<file path="src/hdl/chacha20_block_function_assert.svh">
// Assertion macros shared by the keystream pipeline.
// Both expect clk and rst_n to be visible where they are used.
`ifndef CHACHA20_BLOCK_FUNCTION_ASSERT_SVH
`define CHACHA20_BLOCK_FUNCTION_ASSERT_SVH

// The consequent must hold in the same cycle as the antecedent.
`define CC20_ASSERT_NOW(lbl, ante, cons) \
    lbl: assert property (@(posedge clk) disable iff (!rst_n) (ante) |-> (cons)) \
        else $error("cc20 check failed");

// The consequent must hold in the cycle after the antecedent.
`define CC20_ASSERT_NEXT(lbl, ante, cons) \
    lbl: assert property (@(posedge clk) disable iff (!rst_n) (ante) |=> (cons)) \
        else $error("cc20 check failed");

`endif

</file>
<file path="src/hdl/cc20_pkg.sv">
package cc20_pkg;

    localparam int DOUBLE_ROUNDS = 10;
    localparam int STEPS_PER_DR  = 8;
    localparam int CELLS         = DOUBLE_ROUNDS * STEPS_PER_DR;
    localparam int WORDS         = 16;

    typedef logic [31:0] word_t;
    typedef word_t [WORDS-1:0] state_t;
    typedef logic [2:0] step_t;
    typedef logic [2:0] cfg_idx_t;

    localparam cfg_idx_t CFG_KEY_0_1   = 3'd0;
    localparam cfg_idx_t CFG_KEY_2_3   = 3'd1;
    localparam cfg_idx_t CFG_KEY_4_5   = 3'd2;
    localparam cfg_idx_t CFG_KEY_6_7   = 3'd3;
    localparam cfg_idx_t CFG_NONCE_0_1 = 3'd4;
    localparam cfg_idx_t CFG_NONCE_2   = 3'd5;

    localparam word_t SIGMA_0 = 32'h6170_7865;
    localparam word_t SIGMA_1 = 32'h3320_646e;
    localparam word_t SIGMA_2 = 32'h7962_2d32;
    localparam word_t SIGMA_3 = 32'h6b20_6574;

    typedef struct packed {
        logic [63:0] key_0_1;
        logic [63:0] key_2_3;
        logic [63:0] key_4_5;
        logic [63:0] key_6_7;
        logic [63:0] nonce_0_1;
        word_t       nonce_2;
    } cfg_t;

    typedef struct packed {
        logic   valid;
        word_t  ctr;
        state_t st;
    } lane_t;

    // Rotate left by 16, 12, 8 or 7, in the order the quarter round uses them.
    function automatic word_t rotl(word_t x, logic [1:0] sel);
        word_t r;
        case (sel)
            2'd0:    r = {x[15:0], x[31:16]};
            2'd1:    r = {x[19:0], x[31:20]};
            2'd2:    r = {x[23:0], x[31:24]};
            2'd3:    r = {x[24:0], x[31:25]};
            default: r = x;
        endcase
        return r;
    endfunction

    function automatic state_t build_state(cfg_t c, word_t ctr);
        state_t s;
        s[0]  = SIGMA_0;
        s[1]  = SIGMA_1;
        s[2]  = SIGMA_2;
        s[3]  = SIGMA_3;
        s[4]  = c.key_0_1[31:0];
        s[5]  = c.key_0_1[63:32];
        s[6]  = c.key_2_3[31:0];
        s[7]  = c.key_2_3[63:32];
        s[8]  = c.key_4_5[31:0];
        s[9]  = c.key_4_5[63:32];
        s[10] = c.key_6_7[31:0];
        s[11] = c.key_6_7[63:32];
        s[12] = ctr;
        s[13] = c.nonce_0_1[31:0];
        s[14] = c.nonce_0_1[63:32];
        s[15] = c.nonce_2;
        return s;
    endfunction

endpackage

</file>
<file path="src/hdl/cc20_ifs.sv">


interface cc20_ks_if;
    logic        valid;
    logic        ready;
    logic [63:0] stream_words_0_1;
    logic [63:0] stream_words_2_3;
    logic [63:0] stream_words_4_5;
    logic [63:0] stream_words_6_7;
    logic [63:0] stream_words_8_9;
    logic [63:0] stream_words_10_11;
    logic [63:0] stream_words_12_13;
    logic [63:0] stream_words_14_15;

    modport source (
        output valid, input ready,
        output stream_words_0_1, output stream_words_2_3,
        output stream_words_4_5, output stream_words_6_7,
        output stream_words_8_9, output stream_words_10_11,
        output stream_words_12_13, output stream_words_14_15
    );
    modport sink (
        input valid, output ready,
        input stream_words_0_1, input stream_words_2_3,
        input stream_words_4_5, input stream_words_6_7,
        input stream_words_8_9, input stream_words_10_11,
        input stream_words_12_13, input stream_words_14_15
    );
endinterface

</file>
<file path="src/hdl/cc20_out.sv">
// Adds the initial state back in and holds the finished keystream item
// until the sink takes it.
module cc20_out (
    input  logic            clk,
    input  logic            rst_n,
    input  cc20_pkg::cfg_t  cfg,
    input  cc20_pkg::lane_t up,
    output logic            up_ready,
    cc20_ks_if.source       ks
);

    logic             valid_reg, valid_next;
    cc20_pkg::state_t ks_reg, ks_next, init;

    assign init = cc20_pkg::build_state(cfg, up.ctr);

    always_comb
    begin
        for (int i = 0; i < cc20_pkg::WORDS; i++)
        begin
            ks_next[i] = up.st[i] + init[i];
        end
    end

    assign up_ready   = !valid_reg || ks.ready;
    assign valid_next = up_ready ? up.valid : valid_reg;

    always_ff @(posedge clk or negedge rst_n)
    begin
        if (!rst_n)
        begin
            valid_reg <= 1'b0;
        end
        else
        begin
            valid_reg <= valid_next;
        end
    end

    always_ff @(posedge clk)
    begin
        if (up_ready && up.valid)
        begin
            ks_reg <= ks_next;
        end
    end

    assign ks.valid              = valid_reg;
    assign ks.stream_words_0_1   = {ks_reg[1],  ks_reg[0]};
    assign ks.stream_words_2_3   = {ks_reg[3],  ks_reg[2]};
    assign ks.stream_words_4_5   = {ks_reg[5],  ks_reg[4]};
    assign ks.stream_words_6_7   = {ks_reg[7],  ks_reg[6]};
    assign ks.stream_words_8_9   = {ks_reg[9],  ks_reg[8]};
    assign ks.stream_words_10_11 = {ks_reg[11], ks_reg[10]};
    assign ks.stream_words_12_13 = {ks_reg[13], ks_reg[12]};
    assign ks.stream_words_14_15 = {ks_reg[15], ks_reg[14]};

endmodule

</file>
<file path="src/flat_wrapper.sv">
// flat-port wrapper written by rule: the top's interface ports become plain ports
module cc20_out_flat 
  (clk, rst_n, cfg, up, up_ready, ks_valid, ks_ready, ks_stream_words_0_1, ks_stream_words_2_3, ks_stream_words_4_5, ks_stream_words_6_7, ks_stream_words_8_9, ks_stream_words_10_11, ks_stream_words_12_13, ks_stream_words_14_15);
  cc20_ks_if ks_i ();
  input  logic clk;
  input  logic rst_n;
  input  cc20_pkg::cfg_t cfg;
  input  cc20_pkg::lane_t up;
  output logic up_ready;
  output wire logic [$bits(ks_i.valid)-1:0] ks_valid;
  input wire logic [$bits(ks_i.ready)-1:0] ks_ready;
  output wire logic [$bits(ks_i.stream_words_0_1)-1:0] ks_stream_words_0_1;
  output wire logic [$bits(ks_i.stream_words_2_3)-1:0] ks_stream_words_2_3;
  output wire logic [$bits(ks_i.stream_words_4_5)-1:0] ks_stream_words_4_5;
  output wire logic [$bits(ks_i.stream_words_6_7)-1:0] ks_stream_words_6_7;
  output wire logic [$bits(ks_i.stream_words_8_9)-1:0] ks_stream_words_8_9;
  output wire logic [$bits(ks_i.stream_words_10_11)-1:0] ks_stream_words_10_11;
  output wire logic [$bits(ks_i.stream_words_12_13)-1:0] ks_stream_words_12_13;
  output wire logic [$bits(ks_i.stream_words_14_15)-1:0] ks_stream_words_14_15;
  assign ks_valid = ks_i.valid;
  assign ks_i.ready = ks_ready;
  assign ks_stream_words_0_1 = ks_i.stream_words_0_1;
  assign ks_stream_words_2_3 = ks_i.stream_words_2_3;
  assign ks_stream_words_4_5 = ks_i.stream_words_4_5;
  assign ks_stream_words_6_7 = ks_i.stream_words_6_7;
  assign ks_stream_words_8_9 = ks_i.stream_words_8_9;
  assign ks_stream_words_10_11 = ks_i.stream_words_10_11;
  assign ks_stream_words_12_13 = ks_i.stream_words_12_13;
  assign ks_stream_words_14_15 = ks_i.stream_words_14_15;
  cc20_out u_core (.clk(clk), .rst_n(rst_n), .cfg(cfg), .up(up), .up_ready(up_ready), .ks(ks_i));
endmodule
</file>
<file path="config.mk">
export PLATFORM = sky130hd
export DESIGN_NAME = cc20_out_flat
export DESIGN_NICKNAME = d
export VERILOG_FILES = /design/src/hdl/chacha20_block_function_assert.svh /design/src/hdl/cc20_pkg.sv /design/src/hdl/cc20_ifs.sv /design/src/hdl/cc20_out.sv /design/src/flat_wrapper.sv
export SDC_FILE = /design/constraint.sdc
export NUM_CORES = 1
export LEC_CHECK = 0
export BUFFER_PORTS_ARGS = -buffer_cell sky130_fd_sc_hd__buf_2
export CAP_MARGIN = 20
export CORE_AREA = 2 2 544 546
export CTS_CLUSTER_SIZE = 20
export DETAILED_ROUTE_END_ITERATION = 7
export DIE_AREA = 0 0 546 548
export PLACE_DENSITY = 0.3
export SYNTH_ARGS = -nofsm -noshare
export SYNTH_HDL_FRONTEND = slang
export SYNTH_SLANG_ARGS = --single-unit
</file>
<file path="constraint.sdc">
create_clock -name clk -period 13.1 [get_ports clk]
set_input_delay 1.965 -clock clk [delete_from_list [all_inputs] [get_ports clk]]
set_output_delay 1.965 -clock clk [all_outputs]
set_load 0.02 [all_outputs]
</file>
; Word-level counts from Yosys, hierarchy flattened
; Cells that the tools add are included.
[op_classes]
n_addsub = 16
mul = 0
n_div = 0
order_cmp = 0
eq_ne = 0
shift = 0
n_mux = 0
n_bitwise = 0
n_reduce_logical = 3
[op_table]
columns = cell, n
row1 = adder 32 bit, 12
row2 = "adder 32 x 31 -> 32 bit, second input constant", 3
row3 = "adder 32 x 30 -> 32 bit, second input constant", 1
row4 = logical AND 1 bit, 1
row5 = zero test 1 bit, 1
row6 = logical OR 1 bit, 1
[word_totals]
regBits = 513
latchBits = 0
ram_bits = 0
romBits = 0
word_cells = 36
n_memories = 0

; Longest topological paths before layout
[logic_depth]
word_depth = 3
depth_mapped = 11
mapped_depth_nobuf = 11

; Worst setup path before layout
; No wires, ideal clock.
[synth_timing]
kind = input to register
start = in ks_ready
end = reg u_core.ks_reg, in the netlist u_core.ks.stream_words_0_1[0] (enable)
setup_time_ns = 0.941
t_arrival_ns = 13.815
path_slack_ns = -1.656
cell_stages = 2
cell_sequence = nand2b_1 -> and2_1
[synth_via]
elab_chain_cells = 2
[synth_lines]
columns = element, line_no
row1 = from (decl), flat_wrapper.sv:11  ; input wire logic [$bits(ks_i.ready)-1:0] ks_ready;
row2 = logical OR 1 bit, cc20_out.sv:25  ; assign up_ready = !valid_reg || ks.ready;
row3 = logical AND 1 bit, cc20_out.sv:42  ; if (up_ready && up.valid)
row4 = to (signal assigned), cc20_out.sv:44  ; ks_reg <= ks_next;
row5 = to (decl), cc20_out.sv:13  ; cc20_pkg::state_t ks_reg, ks_next, init;
; Every way passes these cells.
; A chain may end at the register's enable or synchronous reset.

==> results.json <==
{
  "status": "complete, no violations",
  "cts_tree": "done",
  "io_pins": 1414,
  "grt_pass1_vias": 34219,
  "synthArstFlopShare_pct": 0.195,
  "port_buffers": 1413,
  "setup_viol": 0,
  "antenna_found_initial": 163,
  "drtIter0Drc": 1747,
  "netlist-cell-type-count": 97,
  "cts.clk_slew.worst_paths_ns": 0.06,
  "dr.pass1.iters": 5,
  "place_congestion": 0.885,
  "power.leakage_nw": 21.2,
  "cts_buffer_depth": 4,
  "fillers": 33087,
  "drc": 0,
  "vias_per_cell": 3.77,
  "synth_area_leader_cell": "edfxtp_1",
  "synth_top_area_share_pct": 42.9,
  "multiInputGateArea_um2": 19900,
  "hold_viol": 0,
  "netlist_area_um2": 35800,
  "slew_headroom_pct": 31.8,
  "dp_slack_ns": 7.25,
  "cp_data_arrival_time_ns": 5.36,
  "synth_seq_area_share_pct": 43.0,
  "hp-class": "flop to flop",
  "die_h_um": 548,
  "place_hpwl_um": 186000,
  "clkSinkCount": 513,
  "clock_latency_ns": 0.78,
  "syn_inst": 3327,
  "postCtsSetupBuffers": 0,
  "yosys_warnings": 0,
  "avgSynthCellArea_um2": 10.8,
  "fin_crit_sh_pct": 37.2,
  "antenna_left": 0,
  "startpoint_type": "input port",
  "cts_hold_buf": 0,
  "areaGrowthSynthToFinish_pct": 40.9,
  "core_um2": 293000,
  "synth_nets": 4615,
  "synth_area_leaders": "edfxtp_1, ha_1, xnor2_1",
  "wire_per_inst_um": 24.3,
  "post-route-min-period_ns": 4.87,
  "start_util_pct": 12.2,
  "critPathKind": "input port to flop",
  "fin_setup_tns_ns": 0,
  "synth_edf_count": 512,
  "cts.htree.levels": 3,
  "drive_above_1_share_pct": 33.3,
  "end_kind": "flop",
  "synth-seq-cells": 513,
  "grt_max_degree": 115,
  "drv_cap": 0,
  "yosys_most_used_dff": "edfxtp_1",
  "timing.fmax_mhz": 205,
  "cts_resized": 0,
  "fp.dieW_um": 546,
  "ir_drop_mv": 0.0798,
  "seq_area_um2": 15400,
  "cp_max_fo": 3,
  "tightest_slew_ns": 1.01,
  "routed_wl_um": 214000,
  "skew_ns": 0.0189,
  "ys_top_cells_by_count": "edfxtp_1, ha_1, a21oi_1, xnor2_1, a21o_1",
  "via_count": 33312,
  "grt.total_usage_pct": 13.7,
  "cts_inserted_buffers": 86,
  "rsz0062_at_grt": "no",
  "row_count": 199,
  "cts-root-buf": "clkbuf_16",
  "dieArea_um2": 299000,
  "fin_nets": 6090,
  "yosysMostFrequentCell": "edfxtp_1",
  "grt_pass1_wl_um": 286000,
  "overflow": 0,
  "timing.final.max_slew_violations": 0,
  "power_density_nw_per_um2": 123,
  "postLayoutSetupSlackWorst_ns": 8.23,
  "critPathRequiredTime_ns": 13.59
}
==> layer usage <==
layer	vias to the layer above	track usage (%)	part of all wire (%)
met1	15748	13.4	35
met5	-	0	0.25
met3	408	6.26	10
li1	15717	-	-
met4	82	4.26	3.5
met2	1357	25.5	51
==> layout by cell type, fill, tap and decap left out, drive strengths merged, types with 8 or more instances in the layout <==
master | netlist | routed
a21boi | 9 | 9
o21a | 50 | 50
a31o | 8 | 8
a21o | 195 | 195
xnor2 | 301 | 301
and2 | 23 | 23
clkinv | 0 | 26
fa | 12 | 12
o21bai | 44 | 44
ha | 376 | 376
a211o | 8 | 8
buf | 2 | 1421
nand2b | 55 | 55
o21ai | 199 | 199
and3 | 40 | 40
nand4 | 39 | 39
o41ai | 8 | 8
a2111oi | 13 | 13
edfxtp | 512 | 512
inv | 96 | 100
o221ai | 10 | 10
or3 | 12 | 12
nor2 | 189 | 189
nor2b | 39 | 39
xor2 | 147 | 147
or2 | 16 | 16
a211oi | 29 | 29
nand2 | 183 | 183
a221oi | 10 | 10
diode | 0 | 46
and4 | 13 | 13
o31ai | 33 | 33
a31oi | 44 | 44
o211ai | 11 | 11
clkbuf | 32 | 108
nor3 | 48 | 48
a21oi | 332 | 332
a41oi | 9 | 9
nand3 | 72 | 72
==> layout make-up <==
class / count / share of cell area (%)
antenna: 46 / 0.228
clock buffer: 108 / 4.47
clock inverter: 38 / 0.583
inverter: 96 / 0.715
multi-input combinational: 2684 / 39.5
sequential: 513 / 30.5
tap: 3919 / 9.72
timing repair buffer: 1421 / 14.2
==> report_power, final <==
group          switching, W  total (W)  internal (W)
logic               0.00118    0.00185      0.000668
registers         0.0000619    0.00212       0.00206
clock network      0.000940    0.00221       0.00127
total               0.00218    0.00618       0.00400
==> metrics by stage <==
stage          cells  power (W)  hold WS, ns  instance area [µm²]  util, %
6_report        8825    0.00618        0.647                50400     17.2
3_5_place_dp    8633    0.00404        0.627                47800     16.3
4_1_cts         8779    0.00635        0.644                50300     17.2
5_1_grt         8800    0.00655        0.676                50400     17.2
3_3_place_gp    8632    0.00405        0.601                47800     16.3
2_1_floorplan   3327    0.00323        0.782                35800        -
==> path summary, 6_finish.rpt <==
path	from	endpoint	slack [ns]	cells after the start
setup / recovery	cfg[288]	u_core.ks.stream_words_4_5[30]	8.23	12
hold / removal	u_core.ks.valid	u_core.ks.valid	0.65	2
setup reg to reg	u_core.ks.valid	u_core.ks.stream_words_12_13[29]	10.03	4
hold reg to reg	u_core.ks.valid	u_core.ks.valid	0.65	2
max in group asynchronous	rst_n	u_core.ks.valid	12.05	1
min in group asynchronous	rst_n	u_core.ks.valid	0.97	1
==> cell families after synthesis <==
kind of cell / share of synthesized area [%]
AO/OA/AOI/OAI: 20.2
multiplexers: 0.143
flip-flops: 43.0
adder cells (fa/ha/maj): 13.8
XOR/XNOR: 11.0
buffers and inverters: 1.37
AND/OR/NAND/NOR: 10.5
==> worst max-delay path, stage by stage <==
cell and delay, ns:
buf_2 0.10, ha_1 0.22, fa_1 0.41, a21oi_1 0.54
o21ai_0 0.24, a211oi_1 0.41, o31ai_1 0.18, a2111oi_0 0.62
o31ai_1 0.15, a21oi_1 0.25, o21ai_0 0.13, xor2_1 0.15
Note: power is estimated with default switching activity, not from simulation.
